$ cat src/hdl/lpd_pkg.sv
// Package: shared types and constants of the length-prefix deframer.
package lpd_pkg;

    localparam int unsigned LENGTH_BYTES_DEF = 4;
    localparam logic [31:0] MAX_LENGTH_RESET = 32'd65536;

    typedef enum logic [2:0] {
        KIND_HEADER  = 3'd0,
        KIND_PAYLOAD = 3'd1,
        KIND_EMPTY   = 3'd2,
        KIND_ERROR   = 3'd3,
        KIND_DISCARD = 3'd4
    } kind_t;

    typedef struct packed {
        logic [7:0]  data;
        kind_t       kind;
        logic        last;
        logic [31:0] frame_length;
    } result_t;

endpackage

$ cat src/hdl/lpd_stream_if.sv
// Interfaces: the byte input channel and the result output channel.
interface lpd_byte_if;
    logic       valid;
    logic       ready;
    logic [7:0] in_byte;

    modport source (output valid, output in_byte, input ready);
    modport sink   (input valid, input in_byte, output ready);
endinterface

interface lpd_result_if;
    logic        valid;
    logic        ready;
    logic [7:0]  out_byte;
    logic [2:0]  out_kind;
    logic        last;
    logic [31:0] frame_length;

    modport source (output valid, output out_byte, output out_kind, output last,
                    output frame_length, input ready);
    modport sink   (input valid, input out_byte, input out_kind, input last,
                    input frame_length, output ready);
endinterface

$ cat src/hdl/lpd_core.sv
// Deframing state and the single-step update for one stream byte.
module lpd_core #(
    parameter int unsigned LENGTH_BYTES = lpd_pkg::LENGTH_BYTES_DEF
) (
    input  logic             clk,
    input  logic             rst_n,
    input  logic             step,
    input  logic [7:0]       in_byte,
    input  logic             max_length_we,
    input  logic [31:0]      max_length_wdata,
    output lpd_pkg::result_t result
);
    import lpd_pkg::*;

    localparam int unsigned LEN_W = 8 * LENGTH_BYTES;
    localparam int unsigned CNT_W = (LENGTH_BYTES > 1) ? $clog2(LENGTH_BYTES) : 1;
    localparam logic [CNT_W-1:0] CNT_LAST = CNT_W'(LENGTH_BYTES - 1);

    logic [31:0]      max_length_reg;
    logic [CNT_W-1:0] header_count_reg, header_count_next;
    logic [LEN_W-1:0] length_shift_reg, length_shift_next;
    logic [31:0]      bytes_left_reg, bytes_left_next;
    logic             in_payload_reg, in_payload_next;
    logic             failed_reg, failed_next;

    logic [LEN_W-1:0] shifted;
    logic [63:0]      len_ext;

    assign shifted = (length_shift_reg << 8) | LEN_W'(in_byte);
    assign len_ext = 64'(shifted);

    always_comb
    begin
        header_count_next = header_count_reg;
        length_shift_next = length_shift_reg;
        bytes_left_next   = bytes_left_reg;
        in_payload_next   = in_payload_reg;
        failed_next       = failed_reg;
        result            = '0;
        result.kind       = KIND_HEADER;

        if (failed_reg)
        begin
            result.kind = KIND_DISCARD;
        end
        else if (in_payload_reg)
        begin
            result.kind = KIND_PAYLOAD;
            result.data = in_byte;
            if (bytes_left_reg <= 32'd1)
            begin
                bytes_left_next = '0;
                in_payload_next = 1'b0;
                result.last     = 1'b1;
            end
            else
            begin
                bytes_left_next = bytes_left_reg - 32'd1;
            end
        end
        else if (header_count_reg != CNT_LAST)
        begin
            header_count_next = header_count_reg + CNT_W'(1);
            length_shift_next = shifted;
        end
        else
        begin
            header_count_next = '0;
            length_shift_next = '0;
            if (len_ext == 64'd0)
            begin
                result.kind = KIND_EMPTY;
            end
            else if (len_ext > {32'd0, max_length_reg})
            begin
                failed_next         = 1'b1;
                result.kind         = KIND_ERROR;
                result.frame_length = len_ext[31:0];
            end
            else
            begin
                bytes_left_next     = len_ext[31:0];
                in_payload_next     = 1'b1;
                result.frame_length = len_ext[31:0];
            end
        end
    end

    always_ff @(posedge clk or negedge rst_n)
    begin
        if (!rst_n)
        begin
            max_length_reg   <= MAX_LENGTH_RESET;
            header_count_reg <= '0;
            length_shift_reg <= '0;
            bytes_left_reg   <= '0;
            in_payload_reg   <= 1'b0;
            failed_reg       <= 1'b0;
        end
        else
        begin
            if (max_length_we)
            begin
                max_length_reg <= max_length_wdata;
            end
            if (step)
            begin
                header_count_reg <= header_count_next;
                length_shift_reg <= length_shift_next;
                bytes_left_reg   <= bytes_left_next;
                in_payload_reg   <= in_payload_next;
                failed_reg       <= failed_next;
            end
        end
    end

endmodule

$ cat src/hdl/lpd_out_reg.sv
// Result register driving the output channel.
module lpd_out_reg (
    input  logic                clk,
    input  logic                rst_n,
    input  logic                load,
    input  lpd_pkg::result_t    result,
    output logic                can_load,
    lpd_result_if.source        out_stream
);
    import lpd_pkg::*;

    logic    valid_reg;
    result_t result_reg;

    assign can_load = !valid_reg || out_stream.ready;

    always_ff @(posedge clk or negedge rst_n)
    begin
        if (!rst_n)
        begin
            valid_reg <= 1'b0;
        end
        else if (can_load)
        begin
            valid_reg <= load;
        end
    end

    always_ff @(posedge clk)
    begin
        if (can_load && load)
        begin
            result_reg <= result;
        end
    end

    assign out_stream.valid        = valid_reg;
    assign out_stream.out_byte     = result_reg.data;
    assign out_stream.out_kind     = result_reg.kind;
    assign out_stream.last         = result_reg.last;
    assign out_stream.frame_length = result_reg.frame_length;

endmodule

$ cat src/hdl/length_prefix_deframer.sv
// Top level of the length-prefix deframer.
//
// Receive side of a big-endian length-prefixed framing scheme. Each input
// beat carries one stream byte; each accepted byte yields exactly one result
// beat, registered in a single result register. LENGTH_BYTES
// header bytes (most significant first) form the frame length, which is
// shown on frame_length with the byte that completes the header. A zero
// length is reported as an empty frame and skipped. A length above
// max_length reports a length error, after which every byte is dropped as
// discarded until reset. Otherwise the next length bytes pass out as
// payload, the final one flagged last. Throughput is one byte per clock:
// in_stream.ready stays high as long as the result register is empty or is
// being drained in the same cycle, so only back-pressure on out_stream
// stalls the input. max_length resets to 65536 and should be written only
// while no beats are in flight.
module length_prefix_deframer #(
    parameter int unsigned LENGTH_BYTES = lpd_pkg::LENGTH_BYTES_DEF
) (
    input  logic         clk,
    input  logic         rst_n,
    input  logic         max_length_we,
    input  logic [31:0]  max_length_wdata,
    lpd_byte_if.sink     in_stream,
    lpd_result_if.source out_stream
);
    import lpd_pkg::*;

    logic    can_load;
    logic    step;
    result_t result;

    // Take a byte whenever the result register can hold its outcome.
    assign in_stream.ready = can_load;
    assign step            = in_stream.valid && can_load;

    // Advance the deframing state and form the result for this byte.
    lpd_core #(
        .LENGTH_BYTES (LENGTH_BYTES)
    ) u_core (
        .clk              (clk),
        .rst_n            (rst_n),
        .step             (step),
        .in_byte          (in_stream.in_byte),
        .max_length_we    (max_length_we),
        .max_length_wdata (max_length_wdata),
        .result           (result)
    );

    // Hold the result until the downstream side takes it.
    lpd_out_reg u_out_reg (
        .clk        (clk),
        .rst_n      (rst_n),
        .load       (step),
        .result     (result),
        .can_load   (can_load),
        .out_stream (out_stream)
    );

endmodule
$ cat src/flat_wrapper.sv
// flat-port wrapper written by rule: the top's interface ports become plain ports
module length_prefix_deframer_flat import lpd_pkg::*;
#(
    parameter int unsigned LENGTH_BYTES = lpd_pkg::LENGTH_BYTES_DEF
)
  (clk, rst_n, max_length_we, max_length_wdata, in_stream_valid, in_stream_in_byte, in_stream_ready, out_stream_valid, out_stream_out_byte, out_stream_out_kind, out_stream_last, out_stream_frame_length, out_stream_ready);
  lpd_byte_if in_stream_i ();
  lpd_result_if out_stream_i ();
  input  logic clk;
  input  logic rst_n;
  input  logic max_length_we;
  input  logic [31:0] max_length_wdata;
  input wire logic [$bits(in_stream_i.valid)-1:0] in_stream_valid;
  input wire logic [$bits(in_stream_i.in_byte)-1:0] in_stream_in_byte;
  output wire logic [$bits(in_stream_i.ready)-1:0] in_stream_ready;
  output wire logic [$bits(out_stream_i.valid)-1:0] out_stream_valid;
  output wire logic [$bits(out_stream_i.out_byte)-1:0] out_stream_out_byte;
  output wire logic [$bits(out_stream_i.out_kind)-1:0] out_stream_out_kind;
  output wire logic [$bits(out_stream_i.last)-1:0] out_stream_last;
  output wire logic [$bits(out_stream_i.frame_length)-1:0] out_stream_frame_length;
  input wire logic [$bits(out_stream_i.ready)-1:0] out_stream_ready;
  assign in_stream_i.valid = in_stream_valid;
  assign in_stream_i.in_byte = in_stream_in_byte;
  assign in_stream_ready = in_stream_i.ready;
  assign out_stream_valid = out_stream_i.valid;
  assign out_stream_out_byte = out_stream_i.out_byte;
  assign out_stream_out_kind = out_stream_i.out_kind;
  assign out_stream_last = out_stream_i.last;
  assign out_stream_frame_length = out_stream_i.frame_length;
  assign out_stream_i.ready = out_stream_ready;
  length_prefix_deframer #(.LENGTH_BYTES(LENGTH_BYTES)) u_core (.clk(clk), .rst_n(rst_n), .max_length_we(max_length_we), .max_length_wdata(max_length_wdata), .in_stream(in_stream_i), .out_stream(out_stream_i));
endmodule
$ cat config.mk
export PLATFORM = sky130hd
export DESIGN_NAME = length_prefix_deframer_flat
export DESIGN_NICKNAME = d
export VERILOG_FILES = /design/src/hdl/lpd_pkg.sv /design/src/hdl/lpd_stream_if.sv /design/src/hdl/lpd_core.sv /design/src/hdl/lpd_out_reg.sv /design/src/hdl/length_prefix_deframer.sv /design/src/flat_wrapper.sv
export SDC_FILE = /design/constraint.sdc
export NUM_CORES = 1
export LEC_CHECK = 0
export BUFFER_PORTS_ARGS = -buffer_cell sky130_fd_sc_hd__buf_2
export CORE_UTILIZATION = 50
export DETAILED_ROUTE_END_ITERATION = 10
export PLACE_DENSITY = 0.71
export SYNTH_ARGS = -nofsm -noshare
export SYNTH_HDL_FRONTEND = slang
export SYNTH_SLANG_ARGS = --single-unit
$ cat constraint.sdc
create_clock -name clk -period 6.67 [get_ports clk]
set_input_delay 0 -clock clk [delete_from_list [all_inputs] [get_ports clk]]
set_output_delay 0 -clock clk [all_outputs]
set_load 0.02 [all_outputs]
==> flow_metrics.env, run 1 <==
export IMPL_final_common_cell="dfrtp_1"
export IMPL_syn_area_sq_um=7050
export IMPL_slew_viol_final=0
export IMPL_n_antenna_cell=0
export IMPL_fill_cells=1133
export IMPL_yosysSeqAreaShare=0.517
export IMPL_p_per_area_nw_per_um2=372
export IMPL_antenna_found_initial=0
export IMPL_ys_seq_elements=137
export IMPL_multi_input_area_sq_um=3100
export IMPL_h_tree_depth=4
export IMPL_fin_crit_sh=0.555
export IMPL_grt_pass1_vias=6032
export IMPL_ys_flop_type="dfrtp_1"
export IMPL_portBuffers=90
export IMPL_synth_top_area_frac=0.326
export IMPL_status="finished, final reports clean"
export IMPL_grt_ovfl_total=0
export IMPL_fp_coreArea_sq_um=13800
export IMPL_fmax_mhz=270
export IMPL_yosysTopAreaCell="dfrtp_1"
export IMPL_area_growth_pct=21.7
export IMPL_place_hpwl_mm=13.6
export IMPL_die_x_um=121
export IMPL_cts_buffer_depth=2
export IMPL_cp_startpoint="u_core.u_core.header_count_reg[0]"
export IMPL_worst_setup_path_type="flip-flop to flip-flop"
export IMPL_ant_nets=0
export IMPL_final_cell_mix="92 x dfrtp_1, 89 x buf_2, 80 x o21ai_0, 76 x nand2_1, 44 x edfxtp_1"
export IMPL_netlist_instances=716
export IMPL_final_core_util=0.621
export IMPL_vdd_drop_max_mv=0.190
export IMPL_layout_drive_gt1_share=0.164
export IMPL_fin_skew_ns=0.00914
export IMPL_netlist_top_cells_area="dfrtp_1 33%, edfxtp_1 19%, ha_1 6.2%"
export IMPL_cp_arrival_ns=4.01
export IMPL_clock_latency_ns=0.42
export IMPL_hold_violations=0
export IMPL_cts_buffers_inserted=17
export IMPL_wl_mm=19.9
export IMPL_grt_max_degree=64
export IMPL_avgRoutedWirePerCell_um=19.3
export IMPL_layout_setup_ws_ns=2.97
export IMPL_leakage_nw=3.71
export IMPL_ys_warn_count=0
export IMPL_drc=0
export IMPL_fin_cells=1030
export IMPL_synthArstFlopShare=0.679
export IMPL_root_buffer="clkbuf_16"
export IMPL_r2r_start="u_core.u_core.header_count_reg[0]"
export IMPL_die_y_um=121
export IMPL_vias_per_cell=5.97
export IMPL_slew_limit_headroom=0.279
export IMPL_synth_cell_types=56
export IMPL_cts_setup_buffers=0
export IMPL_first_iter_violations=661
export IMPL_required_ns=6.97
export IMPL_register_area_sq_um=3650
export IMPL_cp_start_kind="flip-flop"
export IMPL_syn_num_nets=796
export IMPL_synth_edf_count=44
export IMPL_fp_dieArea_sq_um=14600
export IMPL_critPathMaxFanout=28
export IMPL_avgSynthCellArea_sq_um=9.85
export IMPL_endpoint_kind="flip-flop"
export IMPL_cap_violations=0
export IMPL_fin_nets=917
export IMPL_tns_ns=0
export IMPL_clk_pin_slew_ns=0.06
export IMPL_routabilityCongestion=0.952
export IMPL_tightest_slew_ns=1.07
export IMPL_setup_viol=0
export IMPL_period_needed_ns=3.70
export IMPL_rows=43
export IMPL_grt_total_usage=0.289
export IMPL_total_power_w=0.00319
export IMPL_dpl_cell_count=956
export IMPL_ioPinCount=91
export IMPL_cts_tree="built"
export IMPL_hp_class="primary input to asynchronous set/reset pin"
export IMPL_grt_first_pass_wirelength_mm=31.5
export IMPL_rsz0062_at_grt="false"
export IMPL_num_vias=6149
export IMPL_clock_sinks=137
export IMPL_firstDrtPassIters=6
export IMPL_place_ws_ns=3.10
export IMPL_start_util=0.510
## what timing repair did
item	4_1_cts	5_1_grt
gates resized for setup	0	0
hold endpoints to repair	77	0
setup endpoints to repair	0	0
hold buffers	42	0
## where the power goes
group / leakage (nW) / internal [W] / switching (W)
Combinational: 1.86 / 0.000390 / 0.000621
Sequential: 1.58 / 0.00107 / 0.000249
Clock: 0.263 / 0.000510 / 0.000356
## path summary, 6_finish.rpt
check                                                    end  slack (ns)  cells past startpoint
setup / recovery            u_core.u_core.bytes_left_reg[24]        2.97                      8
min in group clk           u_core.u_core.length_shift_reg[0]        0.20                      3
max in group asynchronous  u_core.u_core.length_shift_reg[2]        5.43                      3
hold / removal                  u_core.u_core.in_payload_reg        0.11                      2
hold reg to reg              u_core.u_core.max_length_reg[0]        0.52                      1
setup reg to reg            u_core.u_core.bytes_left_reg[24]        2.97                      8
## metal layers
metal / vias to the layer above / wire length (um) / part of all wire / GRT usage
li1: 2830 / - / - / -
met1: 2979 / 8090 / 0.41 / 0.367
met2: 299 / 9630 / 0.48 / 0.468
met3: 41 / 1620 / 0.081 / 0.0736
met4: 0 / 576 / 0.029 / 0.123
met5: - / 0 / 0 / 0
## metrics by stage
stage                     area [sq um]  hold WS, ns
after detailed placement          7620   -0.0000398
after CTS                         8580       0.0927
after floorplan                   7050       -0.296
after global routing              8580        0.155
after global placement            7620      -0.0113
final                             8580        0.113
## worst max-delay path, stage by stage, from the launching register on
cell      delay [ns]
dfrtp_1         0.37
ha_1            0.73
o21ai_0         0.48
nand2b_1        0.58
a211oi_1        0.41
buf_4           0.25
nor2_2          0.14
buf_4           0.30
a221o_1         0.31
## cell type report
class                           count  area share
Clock buffer                       20      0.0509
Clock inverter                     12      0.0121
Inverter                           40      0.0175
Multi-Input combinational cell    503       0.361
Sequential cell                   137       0.425
Tap cell                          180      0.0262
Timing Repair Buffer              138       0.107
## cells in the mapped netlist (20+ instances only)
cell type	count
a21oi_1	33
clkbuf_1	27
nor2_1	38
dfrtp_1	92
inv_1	39
nand2b_1	27
ha_1	35
o21ai_0	80
edfxtp_1	44
nand2_1	76
nor3_1	35
o22ai_1	20
and2_1	38
## cell families after synthesis
family	after synthesis	share of synthesized area
simple gates	278	0.208
compound gates	181	0.155
flops	137	0.517
buf+inv	76	0.0436
fa+ha+maj	35	0.0621
mux	9	0.0133
No activity file was read; power rests on OpenSTA's default activity.
==> run 2, diff against run 1 <==
--- a/config.mk
+++ b/config.mk
@@ -5,10 +5,11 @@
 export SDC_FILE = /design/constraint.sdc
 export NUM_CORES = 1
 export LEC_CHECK = 0
+export ABC_AREA = 1
 export BUFFER_PORTS_ARGS = -buffer_cell sky130_fd_sc_hd__buf_2
 export CORE_UTILIZATION = 50
 export DETAILED_ROUTE_END_ITERATION = 10
-export PLACE_DENSITY = 0.71
+export PLACE_DENSITY = 0.7
 export SYNTH_ARGS = -nofsm -noshare
 export SYNTH_HDL_FRONTEND = slang
 export SYNTH_SLANG_ARGS = --single-unit
==> constraint.sdc (replaced) <==
create_clock -name clk -period 3.9 [get_ports clk]
set_input_delay 0 -clock clk [delete_from_list [all_inputs] [get_ports clk]]
set_output_delay 0 -clock clk [all_outputs]
set_load 0.02 [all_outputs]
==> run 2 against run 1 <==
Compared with the run above: die area up 2.0%; highest routed layer unchanged; synthesized area is 2.1% higher; fmax up 50%; sequential power grew 21%.
==> flow_metrics.env, run 2 <==
export IMPL_tns_ns=0
export IMPL_period_needed_ns=2.47
export IMPL_grt_pass1_vias=5777
export IMPL_firstDrtPassIters=5
export IMPL_wl_mm=18.1
export IMPL_synth_top_area_frac=0.320
export IMPL_yosysSeqAreaShare=0.507
export IMPL_worst_setup_path_type="flip-flop to flip-flop"
export IMPL_ioPinCount=91
export IMPL_dpl_cell_count=1075
export IMPL_leakage_nw=4.25
export IMPL_root_buffer="clkbuf_16"
export IMPL_critPathMaxFanout=33
export IMPL_clock_sinks=137
export IMPL_cp_start_kind="flip-flop"
export IMPL_clk_pin_slew_ns=0.06
export IMPL_drc=0
export IMPL_fin_nets=1037
export IMPL_synth_most_common_cell="nand2_1"
export IMPL_hold_path_startpoint="in_stream_valid"
export IMPL_setup_viol=0
export IMPL_synth_cell_types=38
export IMPL_slew_limit_headroom=0.343
export IMPL_ant_nets=0
export IMPL_avgRoutedWirePerCell_um=15.8
export IMPL_hold_ws_ns=0.162
export IMPL_vias_per_cell=5.32
export IMPL_syn_area_sq_um=7200
export IMPL_final_cell_mix="178 x nand2_1, 100 x nor2_1, 92 x dfrtp_1, 89 x buf_2, 84 x inv_1"
export IMPL_die_x_um=122
export IMPL_syn_num_nets=912
export IMPL_ys_flop_type="dfrtp_1"
export IMPL_first_iter_violations=567
export IMPL_antenna_found_initial=0
export IMPL_clock_latency_ns=0.42
export IMPL_synth_commonest_cells="178 x nand2_1, 100 x nor2_1, 92 x dfrtp_1"
export IMPL_start_util=0.515
export IMPL_slew_viol_final=0
export IMPL_place_hpwl_mm=12.4
export IMPL_cts_buffers_inserted=17
export IMPL_num_vias=6119
export IMPL_cap_violations=0
export IMPL_hold_violations=0
export IMPL_area_growth_pct=22.0
export IMPL_hp_class="primary input to flip-flop"
export IMPL_grt_first_pass_wirelength_mm=29.0
export IMPL_synthArstFlopShare=0.679
export IMPL_h_tree_depth=4
export IMPL_avgSynthCellArea_sq_um=8.65
export IMPL_die_y_um=122
export IMPL_ys_seq_elements=137
export IMPL_n_antenna_cell=0
export IMPL_synth_edf_count=44
export IMPL_netlist_top_cells_area="dfrtp_1 32%, edfxtp_1 18%, nand2_1 9.3%"
export IMPL_grt_max_degree=64
export IMPL_vdd_drop_max_mv=0.313
export IMPL_required_ns=4.20
export IMPL_fp_dieArea_sq_um=14900
export IMPL_rsz0062_at_grt="false"
export IMPL_cts_tree="built"
export IMPL_final_common_cell="nand2_1"
export IMPL_ctsResizeCount=0
export IMPL_routabilityCongestion=0.938
export IMPL_cp_arrival_ns=2.77
export IMPL_rows=43
export IMPL_yosysTopAreaCell="dfrtp_1"
export IMPL_grt_total_usage=0.258
export IMPL_portBuffers=90
export IMPL_status="finished, final reports clean"
export IMPL_cp_startpoint="u_core.u_core.length_shift_reg[7]"
export IMPL_grt_ovfl_total=0
export IMPL_tightest_slew_ns=0.985
export IMPL_netlist_instances=832
export IMPL_fp_coreArea_sq_um=14000
export IMPL_layout_drive_gt1_share=0.163
export IMPL_fin_cells=1150
export IMPL_cts_buffer_depth=2
export IMPL_fmax_mhz=405
export IMPL_total_power_w=0.00359
export IMPL_fin_crit_sh=0.634
export IMPL_r2r_start="u_core.u_core.length_shift_reg[7]"
export IMPL_endpoint_kind="flip-flop"
export IMPL_ys_warn_count=0
export IMPL_p_per_area_nw_per_um2=409
export IMPL_fin_skew_ns=0.00910
[run 2: changes by cell type after synthesis, moves of 8 or more]
| cell | before | now |
|---|---|---|
| nor4_1 | 19 | 7 |
| nor3_1 | 35 | 2 |
| inv_1 | 39 | 85 |
| and2_1 | 38 | 2 |
| buf_2 | 3 | 11 |
| nand3_1 | 9 | 71 |
| o21ai_1 | 1 | 11 |
| nand2b_1 | 27 | 0 |
| a21oi_1 | 33 | 15 |
| o21ai_0 | 80 | 63 |
| nor2_1 | 38 | 100 |
| clkbuf_1 | 27 | 12 |
| xor2_1 | 0 | 16 |
| nand2_1 | 76 | 178 |
[run 2: through the flow]
| stage | setup WS [ns] | instance area, sq um | utilization |
|---|---|---|---|
| 2_1_floorplan | 1.77 | 7200 | - |
| 3_3_place_gp | 1.49 | 7740 | 0.554 |
| 3_5_place_dp | 1.44 | 7740 | 0.554 |
| 4_1_cts | 1.42 | 8780 | 0.628 |
| 5_1_grt | 1.12 | 8780 | 0.628 |
| 6_report | 1.43 | 8780 | 0.628 |
[run 2: final timing paths]
kind,to,slack (ns),cells past startpoint
setup / recovery,u_core.u_core.bytes_left_reg[18],1.43,13
hold / removal,u_core.u_core.length_shift_reg[19],0.16,5
setup reg to reg,u_core.u_core.bytes_left_reg[18],1.43,13
hold reg to reg,u_core.u_core.header_count_reg[1],0.48,2
max in group asynchronous,u_core.u_core.bytes_left_reg[25],2.71,3
min in group asynchronous,u_core.u_core.max_length_reg[26],0.22,2
[run 2: cell families after synthesis]
logic type,after synthesis,share of synthesized area
AND/OR/NAND/NOR,392,0.241
AO/OA/AOI/OAI,119,0.0899
flip-flops,137,0.507
buffers and inverters,125,0.0723
adder cells (fa/ha/maj),35,0.0608
XOR/XNOR,23,0.0280
multiplexers,1,0.00156
[run 2: timing repair]
item                       in CTS  in global routing
setup buffers                   0                  0
hold endpoints to repair      108                  0
hold buffers                   43                  0
setup endpoints to repair       0                  0
[run 2: routing by layer]
layer  wire length [um]  global-route usage  vias to the layer above
met5                  0                   0                        -
met4                361               0.101                        0
met3               1110              0.0543                       29
met2               8450               0.403                      194
met1               8200               0.350                     2890
li1                   -                   -                     3006
[run 2: power by group]
group / switching (W) / internal [W] / leakage, nW
registers: 0.0000395 / 0.00156 / 1.59
logic: 0.000226 / 0.000142 / 2.37
clock network: 0.000619 / 0.00101 / 0.291
[run 2: final cells by class]
class | count | area [sq um]
Clock buffer | 23 | 522
Clock inverter | 9 | 85.1
Fill cell | 1165 | 5210
Inverter | 93 | 349
Multi-Input combinational cell | 570 | 3030
Sequential cell | 137 | 3650
Tap cell | 180 | 225
Timing Repair Buffer | 138 | 921
[run 2: critical path, cell delays in order (launching register included)]
cell     delay [ns]
dfrtp_1        0.44
ha_1           0.32
a21oi_1        0.12
o21ai_0        0.10
a21oi_1        0.13
nand2_1        0.10
nand2_1        0.06
nand2_1        0.04
nand2_1        0.08
nand2_2        0.08
nand2_4        0.31
nand2_4        0.30
nand2_1        0.16
nand2_1        0.07
==> run 3, diff against run 2 <==
==> constraint.sdc (replaced) <==
create_clock -name clk -period 2.5 [get_ports clk]
set_input_delay 0 -clock clk [delete_from_list [all_inputs] [get_ports clk]]
set_output_delay 0 -clock clk [all_outputs]
set_load 0.02 [all_outputs]
==> run 3 against run 2 <==
Compared with the run above: die area unchanged; non-clock buffer count rose by 9; via count up 1.2%; critical path depth rose by 2; sequential cell count stayed put; largest cell class unchanged; clock skew rose by 0.0021 ns; utilization rose by 1.0 points; count of clock-buffer cells in the layout down 4; worst setup slack worse by 1.3 ns; sequential power rose by 55%; critical endpoint is now u_core.u_core.bytes_left_reg[13]; final area up 1.7%.
==> flow_metrics.env, run 3 (synthesized netlist as in run 2, its figures left out) <==
export IMPL_tns_ns=0
export IMPL_slew_limit_headroom=0.590
export IMPL_hold_path_startpoint="in_stream_valid"
export IMPL_grt_ovfl_total=0
export IMPL_routabilityCongestion=0.929
export IMPL_drc=0
export IMPL_layout_drive_gt1_share=0.169
export IMPL_final_cell_mix="178 x nand2_1, 100 x nor2_1, 92 x dfrtp_1, 89 x buf_2, 84 x inv_1"
export IMPL_fp_dieArea_sq_um=14900
export IMPL_cts_buffers_inserted=17
export IMPL_leakage_nw=4.30
export IMPL_die_x_um=122
export IMPL_portBuffers=90
export IMPL_fill_cells=1153
export IMPL_root_buffer="clkbuf_16"
export IMPL_firstDrtPassIters=5
export IMPL_required_ns=2.86
export IMPL_rsz0062_at_grt="false"
export IMPL_grt_pass1_vias=5765
export IMPL_status="finished, final reports clean"
export IMPL_cts_setup_buffers=0
export IMPL_antenna_found_initial=0
export IMPL_r2r_start="u_core.u_core.length_shift_reg[19]"
export IMPL_start_util=0.515
export IMPL_fin_skew_ns=0.0112
export IMPL_clock_latency_ns=0.43
export IMPL_n_antenna_cell=0
export IMPL_r2r_slack_ns=0.17
export IMPL_first_iter_violations=473
export IMPL_fin_crit_sh=0.933
export IMPL_vias_per_cell=5.34
export IMPL_slew_viol_final=0
export IMPL_clock_sinks=137
export IMPL_hp_class="primary input to flip-flop"
export IMPL_critPathMaxFanout=21
export IMPL_tightest_slew_ns=0.615
export IMPL_fin_nets=1046
export IMPL_die_y_um=122
export IMPL_whs_path_depth=5
export IMPL_cp_arrival_ns=2.69
export IMPL_rows=43
export IMPL_hold_path_endpoint="u_core.u_core.bytes_left_reg[15]"
export IMPL_area_growth_pct=24.0
export IMPL_hold_ws_ns=0.0715
export IMPL_endpoint_kind="flip-flop"
export IMPL_h_tree_depth=4
export IMPL_hold_violations=0
export IMPL_p_per_area_nw_per_um2=649
export IMPL_grt_first_pass_wirelength_mm=29.2
export IMPL_vdd_drop_max_mv=0.501
export IMPL_final_common_cell="nand2_1"
export IMPL_cap_violations=0
export IMPL_ant_nets=0
export IMPL_cp_start_kind="flip-flop"
export IMPL_ioPinCount=91
export IMPL_cts_tree="built"
export IMPL_avgRoutedWirePerCell_um=16.2
export IMPL_worst_setup_path_type="flip-flop to flip-flop"
export IMPL_wl_mm=18.7
export IMPL_num_vias=6191
export IMPL_grt_max_degree=55
export IMPL_setup_viol=0
export IMPL_place_hpwl_mm=12.7
export IMPL_grt_total_usage=0.261
export IMPL_worstRegToRegCells=15
export IMPL_fmax_mhz=429
export IMPL_r2r_end="u_core.u_core.bytes_left_reg[13]"
export IMPL_fp_coreArea_sq_um=14000
export IMPL_clk_pin_slew_ns=0.06
export IMPL_cts_buffer_depth=2
export IMPL_period_needed_ns=2.33
-- run 3: cell types whose count changed in the layout (fill, tap and decap cells not counted), moves of 2 or more --
| cell | change |
|---|---|
| clkinv_1 | +2 |
| buf_12 | +3 |
| buf_4 | +5 |
| clkinvlp_4 | -2 |
| bufinv_16 | +4 |
| clkinv_4 | +2 |
| clkbuf_16 | -3 |
-- run 3: worst max-delay path by stage --
stage	slack [ns]	cells past startpoint	startpoint	endpoint
floorplan	0.37	3	u_core.u_out_reg.out_stream.valid	u_core.u_out_reg.out_stream.frame_length[0]
global placement	0.26	15	u_core.u_core.length_shift_reg[19]	u_core.u_core.bytes_left_reg[31]
finish	0.17	15	u_core.u_core.length_shift_reg[19]	u_core.u_core.bytes_left_reg[13]
global route	0.01	15	u_core.u_core.length_shift_reg[19]	u_core.u_core.bytes_left_reg[13]
detailed placement	0.21	13	u_core.u_core.length_shift_reg[19]	u_core.u_core.bytes_left_reg[6]
CTS	0.13	15	u_core.u_core.length_shift_reg[19]	u_core.u_core.bytes_left_reg[13]
-- run 3: layout make-up --
type	instances	area [sq um]	share of cell area
Sequential cell	137	3650	0.409
Multi-Input combinational cell	570	3040	0.340
Clock inverter	13	201	0.0226
Inverter	93	349	0.0391
Tap cell	180	225	0.0252
Clock buffer	19	433	0.0485
Timing Repair Buffer	147	1030	0.115
-- run 3: repair_timing --
item	in CTS	in global routing
resized for setup	0	2
endpoints found under the hold margin	85	0
hold buffers	43	0
endpoints found under the setup margin	0	32
-- run 3: per-stage QoR --
stage / std cells / instance area, sq um / setup slack (ns) / power (W) / utilization
global placement: 1084 / 7850 / 0.258 / 0.00305 / 0.561
floorplan: 832 / 7200 / 0.366 / 0.00284 / -
detailed placement: 1084 / 7850 / 0.212 / 0.00306 / 0.561
finish: 1159 / 8930 / 0.169 / 0.00580 / 0.638
global route: 1159 / 8930 / 0.0131 / 0.00600 / 0.638
CTS: 1159 / 8910 / 0.134 / 0.00581 / 0.637
-- run 3: worst max-delay path, stage by stage, from the launching register on --
cell and delay, ns:
dfrtp_1 0.43, ha_1 0.31, nand2_1 0.09, nor2_1 0.06
nand2_1 0.12, nor2_1 0.05, nand2_1 0.06, o21ai_1 0.07
nor2_1 0.15, nand2_1 0.07, nand2_1 0.11, nand2_2 0.09
nand2_4 0.18, buf_6 0.24, nand3_1 0.12, nand2_1 0.09
-- run 3: where the power goes --
group	total [W]	internal (W)	switching (W)
clock network	0.00271	0.00176	0.000953
registers	0.00248	0.00243	0.0000559
logic	0.000598	0.000232	0.000366
-- run 3: per-layer routing --
layer	track usage	vias up	wire, um
met5	0	-	0
met4	0.103	0	413
met3	0.0449	31	972
met2	0.412	183	8860
met1	0.356	2958	8480
li1	-	3019	-
